===== src/rtl/lscn_pkg.sv =====
// lscn_pkg: shared constants, field widths and controller command type
// for the line sensor calibrate and normalize unit
// no dependencies
package lscn_pkg;

    localparam int CHANNELS_DEF    = 8;
    localparam int SAMPLE_BITS_DEF = 10;

    localparam int CH_W     = 3;
    localparam int SAMPLE_W = 10;
    localparam int REG_W    = 10;
    localparam int PAT_W    = 8;
    localparam int DIV_CNT_W = $clog2(REG_W);

    localparam int CFG_IDX_W = 2;
    localparam logic [CFG_IDX_W-1:0] REG_RESOLUTION = 2'd0;
    localparam logic [CFG_IDX_W-1:0] REG_THRESHOLD  = 2'd1;

    localparam logic [REG_W-1:0] RESOLUTION_RST = 10'd100;
    localparam logic [REG_W-1:0] THRESHOLD_RST  = 10'd60;

    typedef struct packed {
        logic capture;
        logic update;
        logic mul;
        logic div_step;
        logic finish;
    } cmd_t;

endpackage


===== src/rtl/line_sensor_calibrate_normalize_unit.sv =====
// line_sensor_calibrate_normalize_unit: top level, min/max calibration
// and normalization of line sensor samples with indicator pattern
// depends on lscn_pkg, lscn_ctrl, lscn_dp
//
//  channel   signals                                    handshake
//  input     channel, sample                            in_valid / in_ready
//  output    out_channel, norm_value, span_zero,        out_valid / out_ready
//            indicator_bits
//  config    cfg_addr, cfg_wdata                        cfg_we, no wait
//
// a new beat is accepted only once the previous one has gone through the store update,
// the multiply, the 10-step shift-subtract divider and the final step
// the output register holds a result while the next beat is accepted
// out_ready low only holds the final step until the output register frees
// reset loads all stores at once; no clearing pass
module line_sensor_calibrate_normalize_unit
#(
    parameter int CHANNELS    = lscn_pkg::CHANNELS_DEF,
    parameter int SAMPLE_BITS = lscn_pkg::SAMPLE_BITS_DEF
)
(
    input  logic                             clk,
    input  logic                             rst_n,
    input  logic                             cfg_we,
    input  logic [lscn_pkg::CFG_IDX_W-1:0]   cfg_addr,
    input  logic [lscn_pkg::REG_W-1:0]       cfg_wdata,
    input  logic                             in_valid,
    output logic                             in_ready,
    input  logic [lscn_pkg::CH_W-1:0]        channel,
    input  logic [lscn_pkg::SAMPLE_W-1:0]    sample,
    output logic                             out_valid,
    input  logic                             out_ready,
    output logic [lscn_pkg::CH_W-1:0]        out_channel,
    output logic [lscn_pkg::REG_W-1:0]       norm_value,
    output logic                             span_zero,
    output logic [lscn_pkg::PAT_W-1:0]       indicator_bits
);

    lscn_pkg::cmd_t cmd;

    lscn_ctrl u_ctrl
    (
        .clk       (clk),
        .rst_n     (rst_n),
        .in_valid  (in_valid),
        .in_ready  (in_ready),
        .out_valid (out_valid),
        .out_ready (out_ready),
        .cmd       (cmd)
    );

    lscn_dp
    #(
        .CHANNELS    (CHANNELS),
        .SAMPLE_BITS (SAMPLE_BITS)
    )
    u_dp
    (
        .clk            (clk),
        .rst_n          (rst_n),
        .cmd            (cmd),
        .cfg_we         (cfg_we),
        .cfg_addr       (cfg_addr),
        .cfg_wdata      (cfg_wdata),
        .channel        (channel),
        .sample         (sample),
        .out_channel    (out_channel),
        .norm_value     (norm_value),
        .span_zero      (span_zero),
        .indicator_bits (indicator_bits)
    );

endmodule


===== src/rtl/lscn_ctrl.sv =====
// lscn_ctrl: sequencer for one sample beat, drives datapath commands
// and owns the input ready and output valid handshake
// depends on lscn_pkg
module lscn_ctrl
(
    input  logic             clk,
    input  logic             rst_n,
    input  logic             in_valid,
    output logic             in_ready,
    output logic             out_valid,
    input  logic             out_ready,
    output lscn_pkg::cmd_t   cmd
);

    typedef enum logic [4:0] {
        S_IDLE   = 5'b00001,
        S_UPDATE = 5'b00010,
        S_MUL    = 5'b00100,
        S_DIV    = 5'b01000,
        S_FIN    = 5'b10000
    } state_t;

    localparam logic [lscn_pkg::DIV_CNT_W-1:0] DIV_LAST =
        lscn_pkg::DIV_CNT_W'(lscn_pkg::REG_W - 1);

    state_t state_reg;
    state_t state_next;
    logic [lscn_pkg::DIV_CNT_W-1:0] cnt_reg;
    logic [lscn_pkg::DIV_CNT_W-1:0] cnt_next;
    logic out_valid_reg;
    logic out_valid_next;
    logic out_free;

    assign in_ready  = (state_reg == S_IDLE);
    assign out_valid = out_valid_reg;
    assign out_free  = !out_valid_reg || out_ready;

    always_comb
    begin
        state_next   = state_reg;
        cnt_next     = cnt_reg;
        cmd.capture  = 1'b0;
        cmd.update   = 1'b0;
        cmd.mul      = 1'b0;
        cmd.div_step = 1'b0;
        cmd.finish   = 1'b0;
        case (state_reg)
            S_IDLE:
            begin
                if (in_valid)
                begin
                    cmd.capture = 1'b1;
                    state_next  = S_UPDATE;
                end
            end
            S_UPDATE:
            begin
                cmd.update = 1'b1;
                state_next = S_MUL;
            end
            S_MUL:
            begin
                cmd.mul    = 1'b1;
                cnt_next   = '0;
                state_next = S_DIV;
            end
            S_DIV:
            begin
                cmd.div_step = 1'b1;
                cnt_next     = cnt_reg + 1'b1;
                if (cnt_reg == DIV_LAST)
                begin
                    state_next = S_FIN;
                end
            end
            S_FIN:
            begin
                if (out_free)
                begin
                    cmd.finish = 1'b1;
                    state_next = S_IDLE;
                end
            end
            default:
            begin
                state_next = S_IDLE;
            end
        endcase
    end

    always_comb
    begin
        out_valid_next = out_valid_reg;
        if (cmd.finish)
        begin
            out_valid_next = 1'b1;
        end
        else if (out_ready)
        begin
            out_valid_next = 1'b0;
        end
    end

    always_ff @(posedge clk or negedge rst_n)
    begin
        if (!rst_n)
        begin
            state_reg     <= S_IDLE;
            cnt_reg       <= '0;
            out_valid_reg <= 1'b0;
        end
        else
        begin
            state_reg     <= state_next;
            cnt_reg       <= cnt_next;
            out_valid_reg <= out_valid_next;
        end
    end

    // divide phase always runs the full quotient width
    a_div_len: assert property (@(posedge clk) disable iff (!rst_n)
        (state_reg == S_DIV && cnt_reg == DIV_LAST) |=> (state_reg == S_FIN))
        else $error("divide phase length wrong");

    // a pending result is never overwritten
    a_no_overwrite: assert property (@(posedge clk) disable iff (!rst_n)
        cmd.finish |-> (!out_valid_reg || out_ready))
        else $error("result overwritten before taken");

    // an accepted beat starts the store update next cycle
    a_accept_start: assert property (@(posedge clk) disable iff (!rst_n)
        (in_valid && in_ready) |=> (state_reg == S_UPDATE))
        else $error("accepted beat not started");

endmodule


===== src/rtl/lscn_dp.sv =====
// lscn_dp: datapath with per-channel peak/floor stores, multiplier,
// shift-subtract divider, indicator pattern, config and output registers
// depends on lscn_pkg
module lscn_dp
#(
    parameter int CHANNELS    = lscn_pkg::CHANNELS_DEF,
    parameter int SAMPLE_BITS = lscn_pkg::SAMPLE_BITS_DEF
)
(
    input  logic                             clk,
    input  logic                             rst_n,
    input  lscn_pkg::cmd_t                   cmd,
    input  logic                             cfg_we,
    input  logic [lscn_pkg::CFG_IDX_W-1:0]   cfg_addr,
    input  logic [lscn_pkg::REG_W-1:0]       cfg_wdata,
    input  logic [lscn_pkg::CH_W-1:0]        channel,
    input  logic [lscn_pkg::SAMPLE_W-1:0]    sample,
    output logic [lscn_pkg::CH_W-1:0]        out_channel,
    output logic [lscn_pkg::REG_W-1:0]       norm_value,
    output logic                             span_zero,
    output logic [lscn_pkg::PAT_W-1:0]       indicator_bits
);

    localparam int IDX_W = (CHANNELS > 1) ? $clog2(CHANNELS) : 1;
    localparam int QB    = lscn_pkg::REG_W;
    localparam int NUM_W = QB + SAMPLE_BITS;
    localparam logic [SAMPLE_BITS-1:0] FULL_SCALE = {SAMPLE_BITS{1'b1}};

    logic [SAMPLE_BITS-1:0] peak_reg  [CHANNELS];
    logic [SAMPLE_BITS-1:0] floor_reg [CHANNELS];

    logic [lscn_pkg::REG_W-1:0] resolution_reg;
    logic [lscn_pkg::REG_W-1:0] threshold_reg;
    logic [lscn_pkg::PAT_W-1:0] pattern_reg;
    logic [lscn_pkg::PAT_W-1:0] pattern_next;

    logic [lscn_pkg::CH_W-1:0] ch_reg;
    logic [SAMPLE_BITS-1:0]    smp_reg;
    logic                      chok_reg;
    logic [SAMPLE_BITS-1:0]    span_reg;
    logic [SAMPLE_BITS-1:0]    diff_reg;
    logic [SAMPLE_BITS-1:0]    rem_reg;
    logic [QB-1:0]             work_reg;

    logic [lscn_pkg::CH_W-1:0]  out_channel_reg;
    logic [lscn_pkg::REG_W-1:0] norm_reg;
    logic                       zero_reg;
    logic [lscn_pkg::PAT_W-1:0] out_pattern_reg;

    logic [IDX_W-1:0]       idx;
    logic [SAMPLE_BITS-1:0] peak_cur;
    logic [SAMPLE_BITS-1:0] floor_cur;
    logic [SAMPLE_BITS-1:0] peak_new;
    logic [SAMPLE_BITS-1:0] floor_new;
    logic [NUM_W-1:0]       prod;
    logic [SAMPLE_BITS:0]   shifted;
    logic [SAMPLE_BITS:0]   trial;
    logic                   ge;
    logic                   zero_fin;
    logic [QB-1:0]          norm_fin;

    assign idx       = IDX_W'(ch_reg);
    assign peak_cur  = peak_reg[idx];
    assign floor_cur = floor_reg[idx];
    assign peak_new  = (peak_cur < smp_reg) ? smp_reg : peak_cur;
    assign floor_new = (floor_cur > smp_reg) ? smp_reg : floor_cur;

    assign prod = NUM_W'(resolution_reg) * NUM_W'(diff_reg);

    // one restoring quotient bit per step
    assign shifted = {rem_reg, work_reg[QB-1]};
    assign trial   = shifted - {1'b0, span_reg};
    assign ge      = (shifted >= {1'b0, span_reg});

    assign zero_fin = chok_reg && (span_reg == '0);
    assign norm_fin = (chok_reg && (span_reg != '0)) ? work_reg : '0;

    always_comb
    begin
        pattern_next = pattern_reg;
        if (chok_reg)
        begin
            pattern_next[ch_reg] = (norm_fin < threshold_reg);
        end
    end

    always_ff @(posedge clk or negedge rst_n)
    begin
        if (!rst_n)
        begin
            resolution_reg <= lscn_pkg::RESOLUTION_RST;
            threshold_reg  <= lscn_pkg::THRESHOLD_RST;
            pattern_reg    <= '0;
            for (int i = 0; i < CHANNELS; i++)
            begin
                peak_reg[i]  <= '0;
                floor_reg[i] <= FULL_SCALE;
            end
        end
        else
        begin
            if (cfg_we && cfg_addr == lscn_pkg::REG_RESOLUTION)
            begin
                resolution_reg <= cfg_wdata;
            end
            if (cfg_we && cfg_addr == lscn_pkg::REG_THRESHOLD)
            begin
                threshold_reg <= cfg_wdata;
            end
            if (cmd.update && chok_reg)
            begin
                peak_reg[idx]  <= peak_new;
                floor_reg[idx] <= floor_new;
            end
            if (cmd.finish)
            begin
                pattern_reg <= pattern_next;
            end
        end
    end

    always_ff @(posedge clk)
    begin
        if (cmd.capture)
        begin
            ch_reg   <= channel;
            smp_reg  <= SAMPLE_BITS'(sample);
            chok_reg <= (int'(channel) < CHANNELS);
        end
        if (cmd.update)
        begin
            span_reg <= peak_new - floor_new;
            diff_reg <= peak_new - smp_reg;
        end
        if (cmd.mul)
        begin
            rem_reg  <= prod[NUM_W-1:QB];
            work_reg <= prod[QB-1:0];
        end
        if (cmd.div_step)
        begin
            rem_reg  <= ge ? trial[SAMPLE_BITS-1:0] : shifted[SAMPLE_BITS-1:0];
            work_reg <= {work_reg[QB-2:0], ge};
        end
        if (cmd.finish)
        begin
            out_channel_reg <= ch_reg;
            norm_reg        <= norm_fin;
            zero_reg        <= zero_fin;
            out_pattern_reg <= pattern_next;
        end
    end

    assign out_channel    = out_channel_reg;
    assign norm_value     = norm_reg;
    assign span_zero      = zero_reg;
    assign indicator_bits = out_pattern_reg;

    // quotient never exceeds the resolution setting, the full scale of the normalized output
    a_norm_range: assert property (@(posedge clk) disable iff (!rst_n)
        cmd.finish |-> (norm_fin <= resolution_reg))
        else $error("normalized value above resolution");

endmodule

===== config.mk =====
export PLATFORM = sky130hd
export DESIGN_NAME = line_sensor_calibrate_normalize_unit
export DESIGN_NICKNAME = d
export VERILOG_FILES = /design/src/rtl/lscn_pkg.sv /design/src/rtl/line_sensor_calibrate_normalize_unit.sv /design/src/rtl/lscn_ctrl.sv /design/src/rtl/lscn_dp.sv
export SDC_FILE = /design/constraint.sdc
export NUM_CORES = 1
export LEC_CHECK = 0
export ABC_AREA = 0
export BUFFER_PORTS_ARGS = -buffer_cell sky130_fd_sc_hd__clkbuf_2
export CAP_MARGIN = 40
export CORE_UTILIZATION = 40
export CTS_CLUSTER_SIZE = 28
export DETAILED_ROUTE_END_ITERATION = 12
export GPL_TIMING_DRIVEN = 0
export PLACE_DENSITY = 0.64
export SYNTH_ARGS = -nofsm -noshare
export SYNTH_HDL_FRONTEND = slang
export SYNTH_SLANG_ARGS = --single-unit
export TNS_END_PERCENT = 30

===== constraint.sdc =====
create_clock -name clk -period 12.98 [get_ports clk]
set_clock_uncertainty 0.05 [all_clocks]
set_input_delay 0.649 -clock clk [delete_from_list [all_inputs] [get_ports clk]]
set_output_delay 0.649 -clock clk [all_outputs]
set_load 0.02 [all_outputs]

# Yosys cells after proc, flatten, opt, wreduce, memory -nomap -nowiden
# Cells that the tools add are included.
[classes]
reduce_logical = 13
n_mul = 1
muxes = 35
n_bitwise = 1
order_cmp = 8
n_eq_ne = 10
addsub = 4
[ops]
columns = ["operator", "n"]
rows = [
  ["80-bit bitwise mux", 2],
  ["10-bit two-way mux", 13],
  ["10-bit binary-select mux with 3-bit select", 2],
  ["10-bit demux with 3-bit select", 1],
  ["10-bit subtractor", 3],
  ["5-bit one-hot mux with 5 select lines", 1],
  ["10-bit less-than comparator", 2],
  ["10-bit by 10-bit multiplier with 20-bit output", 1],
  ["5-bit two-way mux", 3],
  ["11-bit by 10-bit greater-or-equal comparator with 1-bit output", 1],
  ["10-bit > comparator", 1],
  ["10-bit logical NOT", 1],
  ["1-bit two-way mux", 10],
  ["10-bit nonzero test", 1],
  ["8-bit bitwise mux", 1],
  ["4-bit one-hot mux with 2 select lines", 1],
  ["2-bit nonzero test", 3],
  ["5-bit by 1-bit equality test with 1-bit output (second input constant)", 1],
  ["5-bit by 2-bit equality test with 1-bit output (second input constant)", 1],
  ["5-bit by 3-bit equality test with 1-bit output (second input constant)", 1],
  ["5-bit by 4-bit equality test with 1-bit output (second input constant)", 1],
  ["5-bit equality test (second input constant)", 1],
  ["4-bit by 1-bit adder with 4-bit output (second input constant)", 1],
  ["4-bit equality test (second input constant)", 1],
  ["other kinds (14)", 18],
]
[word_totals]
regBits = 273
out_inout_bits = 24
inputBits = 30

# Longest topological paths before layout
# Gate-level depths: netlist of run 1.
[depth]
ltp_word = 7
mapped_depth = 24

# By module
# From an unflattened synthesis of run 1, not the netlist that was laid out.
[unflattened]
hier_cells = 1598
hier_area_um2 = 16897.5
[modules_own_cells]
columns = ["mod", "area_each_um2", "cells_each", "instances", "seq_area_each_um2"]
rows = [
  ["lscn_dp", 16243.1, 1532, 1, 7065.5],
  ["lscn_ctrl", 654.4, 66, 1, 251.5],
]

# Worst setup path before layout of run 1
# OpenSTA, ideal clock, no wires.
[synth_timing]
path_kind = "register -> register"
from = "register u_dp.resolution_reg[2] (netlist name)"
to = "register u_dp.rem_reg[8] (data pin)"
path_stages_with_launch = 18
path_buffers = 1
slack_ns = 7.643
t_arrival_ns = 5.017
setup_time_ns = 0.269
path_cell_list = "dfstp_2 -> clkbuf_1 -> nand2_1 -> fa_1 -> fa_1 -> inv_1 -> fa_1 -> fa_1 -> inv_1 -> fa_1 -> inv_1 -> ha_1 -> a2111oi_0 -> o21ai_0 -> a41oi_1 -> o21ai_0 -> xnor2_1 -> mux2i_1"
[synth_via]
elab_chain_len = 3
[synth_lines]
columns = ["item", "line", "source"]
rows = [
  ["start, declared", "lscn_dp.sv:32", "logic [lscn_pkg::REG_W-1:0] resolution_reg;"],
  ["start signal, assigned", "lscn_dp.sv:91", "resolution_reg <= lscn_pkg::RESOLUTION_RST;"],
  ["start signal, assigned", "lscn_dp.sv:104", "resolution_reg <= cfg_wdata;"],
  ["10-bit by 10-bit multiplier with 20-bit output", "lscn_dp.sv:68", "assign prod = NUM_W'(resolution_reg) * NUM_W'(diff_reg);"],
  ["10-bit two-way mux", "lscn_dp.sv:135", "if (cmd.mul)"],
  ["10-bit two-way mux", "lscn_dp.sv:140", "if (cmd.div_step)"],
  ["end signal, assigned", "lscn_dp.sv:137", "rem_reg <= prod[NUM_W-1:QB];"],
  ["end signal, assigned", "lscn_dp.sv:142", "rem_reg <= ge ? trial[SAMPLE_BITS-1:0] : shifted[SAMPLE_BITS-1:0];"],
  ["end, declared", "lscn_dp.sv:42", "logic [SAMPLE_BITS-1:0] rem_reg;"],
]
# Every way passes these cells. The select of a mux whose other input is x is not followed.
# A chain may end at the register's enable or synchronous reset.

# Worst setup path in the final report of run 1
# Ends and elaborated chain as after synthesis.

==> qor.csv, run 1 <==
stage,metric,value,unit
outcome,status,"finished, final reports clean",
yosys,ys_seq_area_frac,0.430,
critical_path,start_kind,register,
detailed_routing,drtIter0Drc,727,
timing,slew_viol_final,0,
cts,numCtsBuffers,30,
critical_path,worstSetupEndpointType,register,
global_routing,grt_pass1_wl,67.6,mm
floorplanning,io-pin-count,54,
cts,cts_tree,done,
timing,setup_viol,0,
floorplanning,dieArea,0.0434,mm2
global_routing,antenna_found_initial,0,
final_layout,antenna_cells,0,
flow_run,drv_cap,0,
cts,clock_path_buffers,3,
timing,hold_viol_final,0,
yosys,synth_cell_type_count,69,
final_layout,final_cells,2144,
detailed_routing,num_vias,11600,
cts,clk_pin_slew_worst_paths,0.06,ns
yosys,yosys.area.top_type_share,0.162,
global_routing,grt_max_degree,70,
cts,cts.repair.resized,0,
place,dp_hpwl,31.1,mm
global_routing,grt.total_usage,0.198,
detailed_routing,ant_nets,0,
timing,period_share,0.469,
yosys,synth-seq-cells,273,
cts,h-tree-depth,1,
yosys,synth_ff_type,dfrtp_1,
yosys,ys_warn_count,0,
yosys,synth_edf_count,75,
timing,grt_setup_unrepaired,no,
timing,fmax,0.164,GHz
yosys,netlist_instances,1490,
critical_path,cp.required,13.22,ns
critical_path,crit_type,reg -> reg,
place,place_ws,6.61,ns
yosys,synth_nets,1698,
detailed_routing,drt_pass1_iterations,5,
yosys,async_flop_share,0.725,
timing,layout_min_cycle_time,6.08,ns
place,dp.cells,2087,
critical_path,worstPathMaxFanout,10,
timing,layout_setup_ws,6.90,ns
floorplanning,core-area,0.0419,mm2
floorplanning,dieHeight,208,um
timing,worstMarginPinSlew,0.925,ns
timing,finalSetupTns,0,ns
worst_hold_path,min_path_type,in -> async,
final_layout,fin_nets,1789,
yosys,syn_area_per_cell,11.4,um2
yosys,synth_area,0.0170,mm2
cts,postCtsHoldBufs,0,
floorplanning,rows,75,
detailed_routing,wl,42.0,mm
global_routing,grt_pass1_vias,12200,
cts,cts_sinks,273,
floorplanning,start_util,0.406,
detailed_routing,viasPerCell,5.41,
yosys,synth_top_area_cell,dfrtp_1,
cts,post_cts_buffers,0,
detailed_routing,wire_per_inst,19.6,um
global_routing,gr-total-overflow,0,
place,portBuffers,53,
timing,relSlewSlack,0.384,
cts,clock_latency,0.57,ns
yosys,synth.area.top_cells,"dfrtp_1 16%, dfstp_2 14%, edfxtp_1 13%",
final_layout,drive_gt1_frac,0.254,
floorplanning,die_width,208,um
place,routabilityCongestion,0.891,
critical_path,worst_ep_arrival_time,6.32,ns
final_layout,syn2layout_area_growth,12.1,%
cts,cts_root_buf,clkbuf_16,
detailed_routing,drc,0,
-- cells in the final DEF (no fill, tap or decap), drive strengths merged, types with 11 or more instances in the layout --
cell type,netlist,final
ha,113,113
mux2i,35,35
dfrtp,110,110
nor3,11,11
nand2,161,161
and2,73,73
mux4,14,14
edfxtp,75,75
clkbuf,36,140
xor2,11,11
a21o,17,17
o21ai,108,108
buf,27,32
dfstp,88,88
nor2b,19,19
a21oi,45,45
mux2,174,174
fa,65,65
nand3,13,13
nor2,43,43
xnor2,30,30
inv,115,116
-- path summary, 6_finish.rpt --
check | slack [ns] | start | depth (start not counted) | endpoint
min in group clk | 0.21 | sample[9] | 1 | u_dp.smp_reg[9]
max in group asynchronous | 11.73 | rst_n | 3 | u_dp.floor_reg[24]
worst max register to register | 6.90 | u_dp.resolution_reg[2] | 17 | u_dp.rem_reg[8]
worst max-delay path | 6.90 | u_dp.resolution_reg[2] | 17 | u_dp.rem_reg[8]
worst min-delay path | 0.04 | rst_n | 1 | u_dp.pattern_reg[3]
worst min register to register | 0.41 | u_dp.ch_reg[2] | 0 | u_dp.out_channel[2]
-- worst max-delay path, cell delays in order (launching register included) --
cell	delay [ns]
dfstp_2	0.54
clkbuf_1	0.45
nand2_1	0.14
fa_1	0.48
fa_1	0.54
inv_1	0.06
fa_1	0.52
fa_1	0.57
inv_1	0.06
fa_1	0.54
inv_1	0.04
ha_1	0.32
a2111oi_0	0.36
o21ai_0	0.24
a41oi_1	0.44
o21ai_0	0.18
xnor2_1	0.18
mux2i_1	0.09
-- synthesized netlist by cell type (3+ instances only) --
cell type	count
mux2_2	171
nand2_1	161
inv_1	115
ha_1	113
dfrtp_1	110
o21ai_0	107
dfstp_2	88
edfxtp_1	75
and2_1	73
fa_1	65
a21oi_1	44
nor2_1	43
clkbuf_1	36
mux2i_1	33
xnor2_1	30
nor2b_1	19
a21o_1	17
buf_2	16
nand3_1	13
nor3_1	11
xor2_1	11
mux4_1	9
a22o_1	8
a22oi_1	8
nand2b_1	8
nand4_1	8
a221o_1	6
a221oi_1	6
o21bai_1	6
buf_4	5
mux4_2	5
a31oi_1	4
o21a_1	4
or3_1	4
and3_1	3
and4_1	3
mux2_4	3
nor3b_1	3
o221ai_1	3
or2_2	3
-- per-stage QoR --
| stage | utilization | area, um2 | hold WS (ns) |
|---|---|---|---|
| 2_1_floorplan | - | 17000 | 0.303 |
| 3_3_place_gp | 0.428 | 18000 | 0.394 |
| 3_5_place_dp | 0.431 | 18100 | 0.395 |
| 4_1_cts | 0.455 | 19100 | 0.0415 |
| 5_1_grt | 0.455 | 19100 | 0.0560 |
| 6_report | 0.455 | 19100 | 0.0392 |
-- cell type report --
class,instances,area [um2]
Sequential cell,273,7320
Clock buffer,50,948
Buffer,63,323
Inverter,115,432
Tap cell,539,674
Multi-Input combinational cell,1039,8970
Fill cell,3860,22900
Clock inverter,6,58.8
Timing Repair Buffer,59,375
-- cell families (layout without fill, tap and decap cells) --
group,after synthesis,after routing,synth area share
DFF,273,273,0.430
AOI/OAI and AO/OA,238,238,0.0858
xor gates and xnor gates,41,41,0.0211
muxes,223,223,0.158
adders and majority gates,178,178,0.159
buffers and inverters,178,293,0.0443
and+or+nand+nor,359,359,0.102
-- metal layers --
| layer | global-route usage | up-vias | routed length, um |
|---|---|---|---|
| li1 | - | 5381 | - |
| met4 | 0.0631 | 0 | 1160 |
| met2 | 0.347 | 250 | 20900 |
| met5 | 0 | - | 0 |
| met3 | 0.0248 | 68 | 1780 |
| met1 | 0.255 | 5904 | 18100 |
Power of run 1 is left out: the tool's default activity adds up to more than one toggle a clock period on the data nets, which glitch-free logic cannot reach.
==> run 2: changes to the inputs <==
Settings changed: PLACE_DENSITY 0.64 to 0.66.
Clock period 12.98 ns to 5.1 ns, I/O delays scaled along.
==> run 2 against run 1 <==
  * The flow now finishes with violations (negative setup slack)
  * Routed wire length grew 2.4%
  * Worst setup slack lost 7.0 ns
  * Flip-flop and latch count is the same
  * Non-clock buffer count grew 49
  * Utilization grew 2.1 points
  * Global-route usage grew 0.056 points
  * Critical path type unchanged
==> qor.csv, run 2 (synthesized netlist as in run 1, its figures left out) <==
stage,metric,value,unit
detailed_routing,viasPerCell,5.44,
cts,numCtsBuffers,30,
critical_path,worstPathMaxFanout,4,
timing,layout_setup_ws,-0.0552,ns
timing,fmax,0.194,GHz
floorplanning,io-pin-count,54,
global_routing,grt_pass1_wl,68.1,mm
cts,cts_sinks,273,
outcome,violations,negative setup slack,
final_layout,syn2layout_area_growth,17.4,%
timing,relSlewSlack,0.381,
detailed_routing,ant_nets,0,
critical_path,cp.required,5.36,ns
detailed_routing,drc,0,
detailed_routing,wire_per_inst,19.6,um
cts,h-tree-depth,1,
cts,cts_root_buf,clkbuf_16,
cts,cts_tree,done,
place,dp.cells,2087,
floorplanning,core-area,0.0419,mm2
global_routing,gr-total-overflow,0,
cts,clock_path_buffers,3,
timing,setup_viol,7,
timing,slew_viol_final,0,
critical_path,start_kind,register,
cts,clock_latency,0.55,ns
detailed_routing,drtIter0Drc,813,
global_routing,grt_max_degree,102,
timing,period_share,1.01,
floorplanning,die_width,208,um
floorplanning,dieArea,0.0434,mm2
floorplanning,start_util,0.406,
timing,grt_setup_unrepaired,yes,
worst_hold_path,min_path_type,in -> async,
floorplanning,dieHeight,208,um
global_routing,grt.total_usage,0.199,
critical_path,worstSetupEndpointType,register,
final_layout,fin_util,0.477,
place,portBuffers,53,
global_routing,antenna_found_initial,0,
detailed_routing,drt_pass1_iterations,5,
critical_path,worst_ep_arrival_time,5.41,ns
final_layout,final_common_cell,mux2_2,
final_layout,final_cells,2193,
detailed_routing,wl,43.0,mm
final_layout,drive_gt1_frac,0.306,
place,routabilityCongestion,0.903,
outcome,status,finished with violations,
critical_path,crit_type,reg -> reg,
timing,worstMarginPinSlew,0.928,ns
floorplanning,rows,75,
final_layout,fin_nets,1838,
timing,hold_viol_final,0,
final_layout,antenna_cells,0,
final_layout,most-common-layout-cells,"168 x mux2_2, 156 x nand2_1, 109 x inv_1",
cts,clk_pin_slew_worst_paths,0.06,ns
timing,layout_min_cycle_time,5.16,ns
detailed_routing,num_vias,11900,
flow_run,drv_cap,0,
place,dp_hpwl,30.8,mm
global_routing,grt_pass1_vias,12300,
==> run 2: cell count changes in the layout (fill, tap and decap cells not counted), moves of 6 or more <==
| cell | delta |
|---|---|
| buf_4 | +35 |
| clkbuf_1 | -13 |
| o21ai_0 | -13 |
| o21ai_1 | +12 |
| a21oi_1 | -11 |
| ha_1 | -12 |
| ha_4 | +8 |
| a21oi_2 | +9 |
| dlygate4sd3_1 | +26 |
| buf_2 | -9 |
| inv_1 | -6 |
==> run 2: worst paths after layout <==
kind / start / end / slack, ns / cells past startpoint
max: u_dp.resolution_reg[5] / u_dp.rem_reg[9] / -0.06 / 18
min: rst_n / u_dp.peak_reg[46] / 0.34 / 2
max reg2reg: u_dp.resolution_reg[5] / u_dp.rem_reg[9] / -0.06 / 18
min reg2reg: u_dp.ch_reg[2] / u_dp.out_channel[2] / 0.42 / 0
max in group asynchronous: rst_n / u_dp.floor_reg[8] / 3.74 / 3
min in group clk: channel[0] / u_dp.ch_reg[0] / 0.36 / 2
==> run 2: worst max-delay path: stages (launching register included) <==
cell      delay (ns)
dfstp_2         0.59
buf_12          0.12
nand2_4         0.04
fa_1            0.49
inv_1           0.05
fa_1            0.47
inv_1           0.05
fa_1            0.48
fa_1            0.51
inv_1           0.05
fa_1            0.52
ha_4            0.22
o21a_1          0.10
o21a_1          0.21
nand2_2         0.12
a211oi_2        0.10
o21a_1          0.19
or3_1           0.30
a31o_2          0.24
==> run 2: final cells by class <==
class	instances	area [um2]
Fill cell	3741	22000
Multi-Input combinational cell	1039	9320
Sequential cell	273	7320
Timing Repair Buffer	119	916
Clock buffer	46	903
Tap cell	539	674
Inverter	115	435
Buffer	52	327
Clock inverter	10	98.8
==> run 2: stage by stage <==
step	setup WS (ns)	setup TNS (ns)	area, um2	hold WS [ns]
final	-0.0552	-0.222	20000	0.338
after detailed placement	-0.757	-8.35	18100	0.370
after global routing	-0.218	-1.64	20000	0.350
after floorplan	0.00938	0	17100	-0.0906
after CTS	-0.120	-0.501	19800	0.347
after global placement	-1.14	-12.53	18000	0.376
==> run 2: repair_timing <==
action	CTS	global route
endpoints found under the hold margin	97	0
setup endpoints to repair	23	20
pin swaps	29	25
buffers inserted	20	15
resized for setup	53	44
hold buffers	26	0
==> run 2: per-layer routing <==
layer / track usage / part of all wire / vias to the layer above
met4: 0.0557 / 0.025 / 0
met1: 0.259 / 0.43 / 6039
met3: 0.0245 / 0.045 / 73
li1: - / - / 5501
met5: 0 / 0 / -
met2: 0.348 / 0.50 / 306
Power of run 2 is left out for the same reason.
==> run 3: changes to the inputs <==
Settings changed: ABC_CLOCK_PERIOD_IN_PS set to 5100, CORE_UTILIZATION 40 to 30, PLACE_DENSITY 0.66 to 0.55.
==> run 3 against run 2 <==
  * The run still ends with negative setup slack left
  * Final area increased by 2.3%
  * First-iteration DRC count decreased by 26%
  * Routed wire length up 3.5%
  * Worst setup slack got worse by 0.0053 ns
  * Worst hold slack got worse by 0.075 ns
  * Count of clock-buffer cells in the layout is the same
  * Via count down 2.5%
==> qor.csv, run 3 (synthesized netlist as in run 1, its figures left out) <==
stage,metric,value,unit
critical_path,path_buf_inv,3,
final_layout,antenna_cells,0,
critical_path,worst_ep_arrival_time,5.43,ns
place,dp_hpwl,32.7,mm
timing,relSlewSlack,0.418,
critical_path,path_delay_family,adder cells,
global_routing,grt.total_usage,0.156,
cts,cts_tree,done,
final_layout,fill_cells,5421,
critical_path,critPathMaxStageDelay,0.62,ns
timing,setup_viol,3,
flow_run,drv_cap,0,
place,portBuffers,53,
timing,layout_setup_ws,-0.0605,ns
critical_path,start_kind,register,
worst_hold_path,min_path_type,in -> async,
detailed_routing,wire_per_inst,18.5,um
detailed_routing,drt_pass1_iterations,5,
critical_path,worstSetupEndpointType,register,
timing,layout_min_cycle_time,5.16,ns
cts,clock_path_buffers,3,
cts,cts_root_buf,clkbuf_16,
detailed_routing,ant_nets,0,
detailed_routing,wl,44.5,mm
floorplanning,core-area,0.0556,mm2
timing,finalSetupTns,-0.0806,ns
critical_path,cp_common_cell,fa_1,
timing,hold_viol_final,0,
cts,numCtsBuffers,31,
floorplanning,start_util,0.306,
timing,grt_setup_unrepaired,yes,
timing,fmax,0.194,GHz
global_routing,grt_pass1_vias,12100,
cts,cts_sinks,273,
place,dp.cells,2296,
floorplanning,io-pin-count,54,
cts,clk_pin_slew_worst_paths,0.06,ns
critical_path,cp_slowest_cell,dfstp_2,
cts,clock_latency,0.57,ns
detailed_routing,num_vias,11600,
critical_path,worstPathCellList,nand2_2 -> fa_1 -> inv_1 -> fa_1 -> inv_2 -> fa_1 -> fa_1 -> inv_1 -> fa_1 -> ha_4 -> a21oi_1 -> nand2_1 -> a211oi_2 -> a211oi_2 -> o21a_1 -> or3_1 -> a31o_2,
final_layout,fin_nets,1840,
floorplanning,die_width,240,um
final_layout,syn2layout_area_growth,20.1,%
floorplanning,dieHeight,240,um
global_routing,grt_max_degree,110,
timing,slew_viol_final,0,
cts,h-tree-depth,1,
global_routing,antenna_found_initial,0,
outcome,status,finished with violations,
final_layout,final_common_cell,mux2_2,
floorplanning,rows,86,
timing,worstMarginPinSlew,0.873,ns
timing,period_share,1.01,
global_routing,grt_pass1_wl,69.9,mm
critical_path,worstPathMaxFanout,5,
outcome,violations,negative setup slack,
floorplanning,dieArea,0.0577,mm2
detailed_routing,viasPerCell,4.83,
final_layout,drive_gt1_frac,0.320,
place,routabilityCongestion,0.838,
critical_path,cp.required,5.37,ns
global_routing,gr-total-overflow,0,
detailed_routing,drc,0,
critical_path,crit_type,reg -> reg,
final_layout,most-common-layout-cells,"169 x mux2_2, 154 x nand2_1, 108 x inv_1",
final_layout,final_cells,2405,
detailed_routing,drtIter0Drc,601,
[run 3: cell types whose count changed in the layout (fill, tap and decap cells not counted), sizes merged]
cell,previous run,this run
inv,114,116
clkinv,8,9
clkbuf,127,125
clkinvlp,1,2
bufinv,2,0
buf,64,67
[run 3: cell type report]
| type | count | area [um2] | area share |
|---|---|---|---|
| clock buffer | 46 | 1010 | 0.0494 |
| timing repair buffer | 120 | 901 | 0.0441 |
| inverter | 115 | 439 | 0.0215 |
| sequential | 273 | 7320 | 0.358 |
| clock inverter | 12 | 70.1 | 0.00343 |
| tap | 748 | 936 | 0.0458 |
| buffer | 52 | 349 | 0.0171 |
| multi-input combinational | 1039 | 9420 | 0.461 |
[run 3: what timing repair did]
item | 4_1_cts | 5_1_grt
buffers inserted | 22 | 13
gates resized for setup | 66 | 53
setup endpoints to repair | 27 | 20
endpoints found under the hold margin | 100 | 0
pin swaps | 29 | 45
hold buffers | 26 | 0
[run 3: stage by stage]
| step | hold slack (ns) | area (um2) | utilization | setup slack, ns |
|---|---|---|---|---|
| 2_1_floorplan | -0.0906 | 17100 | - | 0.00938 |
| 5_1_grt | 0.336 | 20400 | 0.368 | -0.246 |
| 3_3_place_gp | 0.382 | 18300 | 0.329 | -1.09 |
| 3_5_place_dp | 0.330 | 18400 | 0.331 | -1.14 |
| 6_report | 0.263 | 20400 | 0.368 | -0.0605 |
| 4_1_cts | 0.283 | 20100 | 0.361 | -0.126 |
[run 3: path summary, 6_finish.rpt]
kind	start	endpoint	slack [ns]	cells after the start
max	u_dp.resolution_reg[5]	u_dp.rem_reg[9]	-0.06	17
min reg2reg	u_dp.ch_reg[2]	u_dp.out_channel[2]	0.43	0
max reg2reg	u_dp.resolution_reg[5]	u_dp.rem_reg[9]	-0.06	17
min in group clk	sample[8]	u_dp.smp_reg[8]	0.34	2
max in group asynchronous	rst_n	u_ctrl.state_reg[4]	3.75	3
min	rst_n	u_dp.pattern_reg[1]	0.26	2
[run 3: metal layers]
metal  track usage  share of wire  vias up
li1              -              -     5519
met1         0.198           0.44     5851
met2         0.278           0.50      184
met3        0.0202          0.034       67
met4        0.0430          0.027        0
met5             0              0        -
[run 3: worst reg2reg max path, cell delays in order, from the launching register on]
cell and delay, ns:
dfstp_2 0.62, nand2_2 0.08, fa_1 0.54, inv_1 0.05, fa_1 0.49, inv_2 0.04
fa_1 0.48, fa_1 0.50, inv_1 0.05, fa_1 0.52, ha_4 0.22, a21oi_1 0.12
nand2_1 0.08, a211oi_2 0.22, a211oi_2 0.08, o21a_1 0.18, or3_1 0.37, a31o_2 0.23
Power of run 3 is left out for the same reason.
